--- src/hdl/vpic_pkg.sv ---
package vpic_pkg;

  localparam int unsigned SIZE_W    = 14;
  localparam int unsigned SEQ_W     = 16;
  localparam int unsigned TS_W      = 32;
  localparam int unsigned BYTE_W    = 8;
  localparam int unsigned STATUS_W  = 2;
  localparam int unsigned TSP_CNT_W = 7;
  localparam int unsigned TSPW_W    = 8;
  localparam int unsigned RECIP_W   = 9;
  localparam int unsigned CFG_IDX_W = 1;

  localparam logic [SIZE_W-1:0] MAX_PAYLOAD_BYTES = 14'd12032;
  localparam logic [SIZE_W-1:0] RTP_HDR_BYTES     = 14'd12;
  localparam logic [BYTE_W-1:0] RTP_KEEP_HDR      = 8'h10;

  localparam logic [TSPW_W-1:0] TSP_SIZE             = 8'd188;
  localparam logic [TSPW_W-1:0] TSP_SIZE_WITH_HEADER = 8'd192;

  // floor(2^16 / width): quotient estimate is exact or one short
  localparam logic [RECIP_W-1:0] RECIP_TSP     = 9'd348;
  localparam logic [RECIP_W-1:0] RECIP_TSP_HDR = 9'd341;
  localparam int unsigned        RECIP_SHIFT   = 16;

  // x / 3 for x < 256 as (x * 171) >> 9
  localparam logic [7:0]  DIV3_RECIP = 8'd171;
  localparam int unsigned DIV3_SHIFT = 9;

  localparam logic [STATUS_W-1:0] ST_OK        = 2'd0;
  localparam logic [STATUS_W-1:0] ST_TOO_LARGE = 2'd1;
  localparam logic [STATUS_W-1:0] ST_NOT_MULT  = 2'd2;
  localparam logic [STATUS_W-1:0] ST_SHORT     = 2'd3;

  localparam logic [CFG_IDX_W-1:0] REG_STREAM_FORMAT   = 1'd0;
  localparam logic [CFG_IDX_W-1:0] REG_MAX_PACKET_SIZE = 1'd1;

  localparam int unsigned QUEUE_DEPTH = 2;
  localparam int unsigned QUEUE_PTR_W = 1;

  typedef struct packed {
    logic                 stream_format;
    logic [SIZE_W-1:0]    max_packet_size;
    logic [TSP_CNT_W-1:0] max_tsps;
  } cfg_t;

  typedef struct packed {
    logic [STATUS_W-1:0]  status;
    logic                 is_iec;
    logic                 sph;
    logic [SEQ_W-1:0]     seq;
    logic [TS_W-1:0]      ts;
    logic [BYTE_W-1:0]    mpt;
    logic                 serr;
    logic [SIZE_W-1:0]    start_off;
    logic [SIZE_W-1:0]    end_off;
    logic [TSP_CNT_W-1:0] tsps;
    logic [TSP_CNT_W-1:0] max_tsps;
    logic [SIZE_W-1:0]    chunk_bytes;
  } cmd_t;

endpackage

--- src/hdl/vpic_front.sv ---
module vpic_front (
  input  logic                           clk,
  input  logic                           rst,
  input  logic                           in_valid,
  output logic                           in_ready,
  input  logic [vpic_pkg::SIZE_W-1:0]    packet_size,
  input  logic                           sph_present,
  input  logic [vpic_pkg::BYTE_W-1:0]    rtp_first_byte,
  input  logic [vpic_pkg::BYTE_W-1:0]    rtp_second_byte,
  input  logic [vpic_pkg::SEQ_W-1:0]     rtp_sequence,
  input  logic [vpic_pkg::TS_W-1:0]      rtp_timestamp,
  input  vpic_pkg::cfg_t                 cfg,
  output logic                           push,
  output vpic_pkg::cmd_t                 push_cmd,
  input  logic                           push_ready
);
  import vpic_pkg::*;

  localparam logic [2:0] F_IDLE  = 3'd0;
  localparam logic [2:0] F_EST   = 3'd1;
  localparam logic [2:0] F_FIX   = 3'd2;
  localparam logic [2:0] F_SCALE = 3'd3;
  localparam logic [2:0] F_PUSH  = 3'd4;

  logic [2:0]           state;
  logic [SIZE_W-1:0]    size_r;
  logic                 sph_r;
  logic                 keep_r;
  logic [BYTE_W-1:0]    mpt_r;
  logic [SEQ_W-1:0]     seq_r;
  logic [TS_W-1:0]      ts_r;
  logic [TSP_CNT_W-1:0] q_est;
  logic [TSP_CNT_W-1:0] tsps;
  logic                 rem_nz;
  logic [SIZE_W-1:0]    chunk_bytes;
  logic [SEQ_W-1:0]     last_sequence;

  logic [TSPW_W-1:0]           tsp_width;
  logic [RECIP_W-1:0]          recip;
  logic [SIZE_W+RECIP_W-1:0]   prod_est;
  logic [SIZE_W:0]             prod_back;
  logic [SIZE_W:0]             diff;
  logic [TSPW_W:0]             rem;
  logic [TSPW_W:0]             rem_adj;
  logic [SIZE_W-1:0]           chunk_prod;
  logic                        drop;
  logic                        seq_take;
  logic                        serr;
  cmd_t                        cmd;

  assign tsp_width = sph_r ? TSP_SIZE_WITH_HEADER : TSP_SIZE;
  assign recip     = sph_r ? RECIP_TSP_HDR : RECIP_TSP;
  assign prod_est  = {{RECIP_W{1'b0}}, size_r} * {{SIZE_W{1'b0}}, recip};
  assign prod_back = {{(SIZE_W+1-TSP_CNT_W){1'b0}}, q_est}
                   * {{(SIZE_W+1-TSPW_W){1'b0}}, tsp_width};
  assign diff      = {1'b0, size_r} - prod_back;
  assign rem       = diff[TSPW_W:0];
  assign rem_adj   = rem - {1'b0, tsp_width};
  assign chunk_prod = {{(SIZE_W-TSP_CNT_W){1'b0}}, cfg.max_tsps}
                    * {{(SIZE_W-TSPW_W){1'b0}}, tsp_width};
  assign serr = (last_sequence != '0) && (seq_r != last_sequence + 16'd1);

  assign in_ready = (state == F_IDLE);

  // sort the item into one command for the back end, or drop it
  always_comb begin
    cmd      = '0;
    drop     = 1'b0;
    seq_take = 1'b0;
    cmd.is_iec = cfg.stream_format;
    if (!cfg.stream_format) begin
      priority if (size_r > cfg.max_packet_size || size_r > MAX_PAYLOAD_BYTES) begin
        cmd.status = ST_TOO_LARGE;
      end else if (size_r < RTP_HDR_BYTES) begin
        cmd.status = ST_SHORT;
      end else begin
        cmd.status    = ST_OK;
        cmd.start_off = keep_r ? '0 : RTP_HDR_BYTES;
        cmd.end_off   = size_r;
        cmd.seq       = seq_r;
        cmd.ts        = ts_r;
        cmd.mpt       = mpt_r;
        cmd.serr      = serr;
        seq_take      = 1'b1;
      end
    end else begin
      priority if (size_r > MAX_PAYLOAD_BYTES) begin
        cmd.status = ST_TOO_LARGE;
      end else if (rem_nz) begin
        cmd.status = ST_NOT_MULT;
      end else if (size_r == '0) begin
        drop = 1'b1;
      end else begin
        cmd.status      = ST_OK;
        cmd.sph         = sph_r;
        cmd.end_off     = size_r;
        cmd.tsps        = tsps;
        cmd.max_tsps    = cfg.max_tsps;
        cmd.chunk_bytes = chunk_bytes;
      end
    end
  end

  assign push     = (state == F_PUSH) && !drop;
  assign push_cmd = cmd;

  always_ff @(posedge clk) begin
    if (rst) begin
      state         <= F_IDLE;
      last_sequence <= '0;
    end else begin
      unique case (state)
        F_IDLE: begin
          if (in_valid) begin
            state <= F_EST;
          end
        end
        F_EST:   state <= F_FIX;
        F_FIX:   state <= F_SCALE;
        F_SCALE: state <= F_PUSH;
        F_PUSH: begin
          if (drop) begin
            state <= F_IDLE;
          end else if (push_ready) begin
            state <= F_IDLE;
            if (seq_take) begin
              last_sequence <= seq_r;
            end
          end
        end
        default: state <= F_IDLE;
      endcase
    end
  end

  always_ff @(posedge clk) begin
    if (in_ready && in_valid) begin
      size_r <= packet_size;
      sph_r  <= sph_present;
      keep_r <= (rtp_first_byte & RTP_KEEP_HDR) != '0;
      mpt_r  <= rtp_second_byte;
      seq_r  <= rtp_sequence;
      ts_r   <= rtp_timestamp;
    end
    if (state == F_EST) begin
      q_est <= prod_est[RECIP_SHIFT +: TSP_CNT_W];
    end
    if (state == F_FIX) begin
      if (rem >= {1'b0, tsp_width}) begin
        tsps   <= q_est + 7'd1;
        rem_nz <= rem_adj != '0;
      end else begin
        tsps   <= q_est;
        rem_nz <= rem != '0;
      end
    end
    if (state == F_SCALE) begin
      chunk_bytes <= chunk_prod;
    end
  end

endmodule

--- src/hdl/vpic_queue.sv ---
module vpic_queue (
  input  logic           clk,
  input  logic           rst,
  input  logic           wr_en,
  input  vpic_pkg::cmd_t wr_cmd,
  output logic           wr_ready,
  output logic           rd_valid,
  output vpic_pkg::cmd_t rd_cmd,
  input  logic           rd_en
);
  import vpic_pkg::*;

  cmd_t                   slots [QUEUE_DEPTH];
  logic [QUEUE_PTR_W-1:0] wr_ptr;
  logic [QUEUE_PTR_W-1:0] rd_ptr;
  logic [QUEUE_PTR_W:0]   count;
  logic                   do_wr;
  logic                   do_rd;

  assign wr_ready = (count != QUEUE_PTR_W'(0) + (QUEUE_PTR_W+1)'(QUEUE_DEPTH));
  assign rd_valid = (count != '0);
  assign rd_cmd   = slots[rd_ptr];
  assign do_wr    = wr_en && wr_ready;
  assign do_rd    = rd_en && rd_valid;

  always_ff @(posedge clk) begin
    if (rst) begin
      wr_ptr <= '0;
      rd_ptr <= '0;
      count  <= '0;
    end else begin
      if (do_wr) begin
        wr_ptr <= wr_ptr + 1'b1;
      end
      if (do_rd) begin
        rd_ptr <= rd_ptr + 1'b1;
      end
      unique case ({do_wr, do_rd})
        2'b10:   count <= count + 1'b1;
        2'b01:   count <= count - 1'b1;
        default: count <= count;
      endcase
    end
  end

  always_ff @(posedge clk) begin
    if (do_wr) begin
      slots[wr_ptr] <= wr_cmd;
    end
  end

endmodule

--- src/hdl/vpic_back.sv ---
module vpic_back (
  input  logic                          clk,
  input  logic                          rst,
  input  logic                          cmd_valid,
  input  vpic_pkg::cmd_t                cmd_in,
  output logic                          cmd_pop,
  output logic                          out_valid,
  input  logic                          out_ready,
  output logic [vpic_pkg::STATUS_W-1:0] status,
  output logic [vpic_pkg::SIZE_W-1:0]   chunk_offset,
  output logic [vpic_pkg::SIZE_W-1:0]   chunk_size,
  output logic                          has_sph,
  output logic                          is_iec,
  output logic [vpic_pkg::SEQ_W-1:0]    sequence_number,
  output logic [vpic_pkg::TS_W-1:0]     timestamp_out,
  output logic [vpic_pkg::BYTE_W-1:0]   marker_payload_type,
  output logic                          sequence_error,
  output logic                          last
);
  import vpic_pkg::*;

  logic                 busy;
  cmd_t                 cur;
  logic [SIZE_W-1:0]    off;
  logic [TSP_CNT_W-1:0] rem_tsps;
  logic                 emit;
  logic                 split;

  assign cmd_pop = cmd_valid && !busy;
  assign emit    = busy && (!out_valid || out_ready);
  // full-size chunk while a chunk limit is set and more than one chunk's worth remains
  assign split   = (cur.max_tsps != '0) && (rem_tsps > cur.max_tsps);

  always_ff @(posedge clk) begin
    if (rst) begin
      busy      <= 1'b0;
      out_valid <= 1'b0;
    end else begin
      if (cmd_pop) begin
        busy <= 1'b1;
      end else if (emit && !split) begin
        busy <= 1'b0;
      end
      if (emit) begin
        out_valid <= 1'b1;
      end else if (out_ready) begin
        out_valid <= 1'b0;
      end
    end
  end

  always_ff @(posedge clk) begin
    if (cmd_pop) begin
      cur      <= cmd_in;
      off      <= cmd_in.start_off;
      rem_tsps <= cmd_in.tsps;
    end else if (emit && split) begin
      off      <= off + cur.chunk_bytes;
      rem_tsps <= rem_tsps - cur.max_tsps;
    end
    if (emit) begin
      status              <= cur.status;
      chunk_offset        <= off;
      chunk_size          <= split ? cur.chunk_bytes : cur.end_off - off;
      has_sph             <= cur.sph;
      is_iec              <= cur.is_iec;
      sequence_number     <= cur.seq;
      timestamp_out       <= cur.ts;
      marker_payload_type <= cur.mpt;
      sequence_error      <= cur.serr;
      last                <= !split;
    end
  end

endmodule

--- src/hdl/video_packet_ingest_chunker.sv ---
// Video packet ingest chunker. Each input item describes one received video
// packet. With stream_format 0 (RTP H.264) the item yields exactly one result:
// a reject (too large, or shorter than the 12-byte RTP header) or the payload
// range with the header stripped unless bit 0x10 of byte 0 is set, plus the
// sequence number, timestamp, byte 1 and a gap flag against the last good
// sequence number. With stream_format 1 (MPEG-TS) the size must be a whole
// number of 188-byte (or 192-byte with source headers) transport packets; the
// payload is then cut into chunks of max_packet_size/192 transport packets and
// a final remainder chunk, and an empty payload gives no result at all. The
// last flag marks the final result of each item. A front sequencer steps an
// item through accept, quotient estimate and correction, chunk scaling and
// hand-off (held while the queue is full) before the next; a two-entry command
// queue decouples it from the back end, which registers an item's results one
// per cycle while out_ready holds, so new items enter while results wait.
// Write the configuration registers only while no item is in flight.
module video_packet_ingest_chunker (
  input  logic                           clk,
  input  logic                           rst,
  input  logic                           cfg_write,
  input  logic [vpic_pkg::CFG_IDX_W-1:0] cfg_index,
  input  logic [vpic_pkg::SIZE_W-1:0]    cfg_data,
  input  logic                           in_valid,
  output logic                           in_ready,
  input  logic [vpic_pkg::SIZE_W-1:0]    packet_size,
  input  logic                           sph_present,
  input  logic [vpic_pkg::BYTE_W-1:0]    rtp_first_byte,
  input  logic [vpic_pkg::BYTE_W-1:0]    rtp_second_byte,
  input  logic [vpic_pkg::SEQ_W-1:0]     rtp_sequence,
  input  logic [vpic_pkg::TS_W-1:0]      rtp_timestamp,
  output logic                           out_valid,
  input  logic                           out_ready,
  output logic [vpic_pkg::STATUS_W-1:0]  status,
  output logic [vpic_pkg::SIZE_W-1:0]    chunk_offset,
  output logic [vpic_pkg::SIZE_W-1:0]    chunk_size,
  output logic                           has_sph,
  output logic                           is_iec,
  output logic [vpic_pkg::SEQ_W-1:0]     sequence_number,
  output logic [vpic_pkg::TS_W-1:0]      timestamp_out,
  output logic [vpic_pkg::BYTE_W-1:0]    marker_payload_type,
  output logic                           sequence_error,
  output logic                           last
);
  import vpic_pkg::*;

  logic              stream_format;
  logic [SIZE_W-1:0] max_packet_size;
  logic [TSP_CNT_W-1:0] max_tsps;
  logic [15:0]       div3_prod;
  cfg_t              cfg;

  logic q_push;
  logic q_push_ready;
  logic q_valid;
  logic q_pop;
  cmd_t q_wr_cmd;
  cmd_t q_rd_cmd;

  // hold the configuration registers
  always_ff @(posedge clk) begin
    if (rst) begin
      stream_format   <= 1'b0;
      max_packet_size <= '0;
    end else if (cfg_write) begin
      unique case (cfg_index)
        REG_STREAM_FORMAT:   stream_format   <= cfg_data[0];
        REG_MAX_PACKET_SIZE: max_packet_size <= cfg_data;
        default: ;
      endcase
    end
  end

  // transport packets per chunk: max_packet_size / 192 = (size >> 6) / 3;
  // registered in max_tsps behind max_packet_size, before the front end needs it
  assign div3_prod = {8'b0, max_packet_size[SIZE_W-1:6]} * {8'b0, DIV3_RECIP};

  always_ff @(posedge clk) begin
    if (rst) begin
      max_tsps <= '0;
    end else begin
      max_tsps <= div3_prod[DIV3_SHIFT +: TSP_CNT_W];
    end
  end

  assign cfg.stream_format   = stream_format;
  assign cfg.max_packet_size = max_packet_size;
  assign cfg.max_tsps        = max_tsps;

  vpic_front u_front (
    .clk             (clk),
    .rst             (rst),
    .in_valid        (in_valid),
    .in_ready        (in_ready),
    .packet_size     (packet_size),
    .sph_present     (sph_present),
    .rtp_first_byte  (rtp_first_byte),
    .rtp_second_byte (rtp_second_byte),
    .rtp_sequence    (rtp_sequence),
    .rtp_timestamp   (rtp_timestamp),
    .cfg             (cfg),
    .push            (q_push),
    .push_cmd        (q_wr_cmd),
    .push_ready      (q_push_ready)
  );

  vpic_queue u_queue (
    .clk      (clk),
    .rst      (rst),
    .wr_en    (q_push),
    .wr_cmd   (q_wr_cmd),
    .wr_ready (q_push_ready),
    .rd_valid (q_valid),
    .rd_cmd   (q_rd_cmd),
    .rd_en    (q_pop)
  );

  vpic_back u_back (
    .clk                 (clk),
    .rst                 (rst),
    .cmd_valid           (q_valid),
    .cmd_in              (q_rd_cmd),
    .cmd_pop             (q_pop),
    .out_valid           (out_valid),
    .out_ready           (out_ready),
    .status              (status),
    .chunk_offset        (chunk_offset),
    .chunk_size          (chunk_size),
    .has_sph             (has_sph),
    .is_iec              (is_iec),
    .sequence_number     (sequence_number),
    .timestamp_out       (timestamp_out),
    .marker_payload_type (marker_payload_type),
    .sequence_error      (sequence_error),
    .last                (last)
  );

endmodule
--- config.mk ---
export PLATFORM = sky130hd
export DESIGN_NAME = video_packet_ingest_chunker
export DESIGN_NICKNAME = d
export VERILOG_FILES = /design/src/hdl/vpic_pkg.sv /design/src/hdl/vpic_front.sv /design/src/hdl/vpic_queue.sv /design/src/hdl/vpic_back.sv /design/src/hdl/video_packet_ingest_chunker.sv
export SDC_FILE = /design/constraint.sdc
export NUM_CORES = 1
export LEC_CHECK = 0
export BUFFER_PORTS_ARGS = -buffer_cell sky130_fd_sc_hd__buf_2
export CAP_MARGIN = 20
export CELL_PAD_IN_SITES_DETAIL_PLACEMENT = 2
export CELL_PAD_IN_SITES_GLOBAL_PLACEMENT = 2
export CORE_UTILIZATION = 44
export CTS_BUF_LIST = sky130_fd_sc_hd__clkbuf_16
export DETAILED_ROUTE_END_ITERATION = 8
export PLACE_DENSITY_LB_ADDON = 0.1
export SYNTH_ARGS = -nofsm -noshare
export SYNTH_HDL_FRONTEND = slang
export SYNTH_SLANG_ARGS = --single-unit
--- constraint.sdc ---
create_clock -name clk -period 7.3 [get_ports clk]
set_input_delay 2.19 -clock clk [delete_from_list [all_inputs] [get_ports clk]]
set_output_delay 2.19 -clock clk [all_outputs]
set_load 0.01 [all_outputs]
==> results.json <==
{
  "grt_usage_pct": 22.6,
  "core_area_um2": 60600,
  "max_cap_viol_count": 0,
  "remaining_drc_errors": 0,
  "yosys-mux-area-fraction_pct": 4.89,
  "setup_violations": 0,
  "grt_use_met3_pct": 2.54,
  "tightest_slew_ns": 1.10,
  "setup.worst_path.class": "flip-flop to flip-flop",
  "r2r-start": "u_front.sph_r",
  "yosysSeqAreaShare_pct": 59.5,
  "synth_xor_area_share_pct": 2.94,
  "numPortBuffers": 181,
  "rsz0062_at_grt": "no",
  "grtUsageMet2_pct": 43.1,
  "yosysTopAreaCell": "edfxtp_1",
  "grt_max_degree": 93,
  "firstDrtPassIters": 4,
  "fmax_mhz": 181,
  "post_cts_resize_count": 0,
  "worstReg2RegEnd": "u_front.rem_nz",
  "area_growth_pct": 13.8,
  "die_h_um": 250,
  "hold_ws_ns": 0.420,
  "fin_area_um2": 30800,
  "clock-skew-final_ns": 0.0184,
  "grt.busiest_layer": "met2",
  "ios": 191,
  "rr_worst_depth": 21,
  "vias": 15800,
  "path_common_cell": "ha_1",
  "grt_pass1_vias": 18100,
  "syn_area_um2": 27100,
  "initial_utilization_pct": 44.7,
  "setup_slack_ns": 1.76,
  "slew_headroom_pct": 24.5,
  "synthAdderAreaFrac_pct": 15.9,
  "async_flop_share_pct": 0,
  "hold_path.class": "flip-flop to flip-flop",
  "antenna_cells": 0,
  "via_per_inst": 5.31,
  "hold_viol": 0,
  "grtUsageMet1_pct": 26.5,
  "status": "completed",
  "avgSynthCellArea_um2": 14.0,
  "fill_cells": 5748,
  "synth.most_common_cell": "edfxtp_1",
  "synth-simple-area-share_pct": 8.37,
  "synthFlopType": "edfxtp_1",
  "yosysWarnings": 0,
  "grt.overflow.total": 0,
  "synth_top_family_by_area": "adder cells",
  "synth_top_area_share_pct": 55.9,
  "ys_seq_elements": 552,
  "setup_tns_ns": 0,
  "synth_edf_count": 504,
  "drive_gt1_share_pct": 18.2,
  "powerDensity_nw_per_um2": 360,
  "antenna_found_initial": 1,
  "critical-path-max-stage-delay_ns": 0.53,
  "leakage_nw": 12.0,
  "min_from": "u_back.cur[108]",
  "hold_buffers": 0,
  "worst-path-max-fanout": 16,
  "cts-root-buf": "clkbuf_16",
  "critical_path_buf_inv_count": 4,
  "cts_tree": "yes",
  "placed_area_um2": 28900,
  "drtAntennaViolNets": 0,
  "num_rows": 90,
  "place_hpwl_um": 49400,
  "hold_end": "u_back.sequence_number[11]",
  "fin_crit_ns": 5.54,
  "drt_iter0_drc": 485,
  "synth.distinct_cells": 72,
  "ff2ff_setup_slack_ns": 1.76,
  "htree_num_levels": 2,
  "synthTopCellsByArea": "edfxtp_1 56%, ha_1 9.8%, fa_1 6.1%, mux2_2 4.0%, dfxtp_1 3.5%",
  "synth.top_cells.by_count": "504 x edfxtp_1, 213 x ha_1, 184 x inv_1",
  "gp_congestion": 0.784,
  "peakVddDrop_mv": 0.280,
  "post-place-ws_ns": 1.75,
  "cpLargestDelayFamily": "adder cells",
  "chipWidth_um": 250,
  "cp_cell_sequence": "clkinv_1, buf_4, nand2_1, ha_1, a21o_1, inv_1, fa_1, ha_1, fa_1, inv_1, ha_1, o21ai_0, a31oi_1, nor2_1, ha_1, and2_1, o2111ai_1, a21boi_0, a2111oi_0, mux2i_1, mux2_2",
  "cts_buffers": 57,
  "clk_pin_slew_ns": 0.07,
  "hold_path_depth": 0,
  "drt-total-wl_um": 70000,
  "post_drt_wl_per_cell_um": 23.6,
  "crit_arrival_ns": 5.92,
  "endpoint_kind": "flip-flop",
  "clk_latency_ns": 0.63,
  "maxSlewViolCount": 0,
  "cts_setup_buffers": 0,
  "clock-sinks": 552,
  "period_share_pct": 75.9,
  "start_kind": "flip-flop",
  "cts_buffer_depth": 3,
  "critPathSlowestCell": "fa_1",
  "die_area_um2": 62500,
  "worstPathRequired_ns": 7.69,
  "nets": 2532,
  "synthesis.instances": 1931,
  "synth_compound_area_share_pct": 5.01,
  "grt_pass1_wl_um": 107000,
  "postLayoutCoreUtil_pct": 50.8
}
-- cells by family (layout without fill, tap and decap cells) --
logic type                 count (synthesis)  in the layout
muxes                                    120            120
xor gates and xnor gates                  91             91
and+or+nand+nor                          423            423
DFF                                      552            552
AOI/OAI and AO/OA                        213            213
other                                      1              2
adders and majority gates                295            295
buffers and inverters                    236            491
-- area by class of cell --
cell class / instances / area, um^2 / area share (%)
tap: 782 / 978 / 3.18
multi-input combinational: 1144 / 10100 / 32.7
inverter: 186 / 703 / 2.28
clock inverter: 50 / 412 / 1.34
timing repair buffer: 197 / 1070 / 3.48
clock buffer: 58 / 1450 / 4.71
sequential: 552 / 16100 / 52.3
-- placed cells by master (no fill, tap or decap), types with 19 or more instances in the layout --
| master | netlist | layout |
|---|---|---|
| ha_1 | 213 | 213 |
| xor2_1 | 25 | 25 |
| nor2b_1 | 27 | 27 |
| mux2_2 | 97 | 97 |
| fa_1 | 82 | 82 |
| edfxtp_1 | 504 | 504 |
| nand2b_1 | 34 | 34 |
| dfxtp_1 | 48 | 47 |
| clkbuf_16 | 0 | 58 |
| and2_1 | 106 | 105 |
| a21oi_1 | 75 | 75 |
| o21ai_0 | 40 | 39 |
| inv_1 | 184 | 194 |
| a21o_1 | 19 | 19 |
| xnor2_1 | 66 | 66 |
| buf_2 | 2 | 181 |
| nand2_1 | 79 | 79 |
| mux2i_1 | 23 | 23 |
| nor2_1 | 80 | 78 |
-- sequential cells by signal, indices dropped and copies added, names as in the netlist, 3 cells and up, named ones only --
register	cells
u_queue.slots	204
u_back.marker_payload_type	8
u_front.q_est	7
u_back.chunk_size	14
u_back.timestamp_out	32
max_packet_size	14
u_back.cur	94
u_front.state	3
u_back.off	12
u_front.mpt_r	8
u_back.chunk_offset	12
u_back.sequence_number	16
u_front.chunk_bytes	12
u_front.ts_r	32
max_tsps	7
u_front.last_sequence	16
u_front.size_r	14
u_front.tsps	7
u_front.seq_r	16
u_back.rem_tsps	7
-- worst max-delay path by stage --
stage	endpoint	start	cells past startpoint
floorplan	u_queue.slots[0][100]	u_front.size_r[2]	7
global placement	u_front.rem_nz	u_front.sph_r	21
detailed placement	u_front.rem_nz	u_front.sph_r	21
CTS	u_front.rem_nz	u_front.sph_r	21
global route	u_front.rem_nz	u_front.sph_r	21
finish	u_front.rem_nz	u_front.sph_r	21
-- layer usage --
metal	routed length, um	share of wire [%]
met4	1710	2.4
met5	0	0
met3	1890	2.7
met1	28600	41
met2	37800	54
-- worst register-to-register path: cells and delay by family (launching register included) --
| kind | cells | cell delay [ns] |
|---|---|---|
| buf+inv | 4 | 0.48 |
| compound gates | 6 | 1.25 |
| mux | 2 | 0.42 |
| simple gates | 3 | 0.40 |
| flops | 1 | 0.40 |
| fa+ha+maj | 6 | 2.31 |
-- stage by stage --
| stage | cells | total power [mW] |
|---|---|---|
| final | 2969 | 11.1 |
| after global routing | 2969 | 11.8 |
| after CTS | 2968 | 11.3 |
| after detailed placement | 2860 | 8.29 |
| after global placement | 2859 | 7.95 |
| after floorplan | 1932 | 7.19 |
-- report_power, final --
| group | total, mW | internal [mW] | switching, mW |
|---|---|---|---|
| Clock | 2.91 | 1.65 | 1.26 |
| Combinational | 3.87 | 1.57 | 2.30 |
| Sequential | 4.32 | 4.06 | 0.259 |
Power figures use the tool's default switching activity.
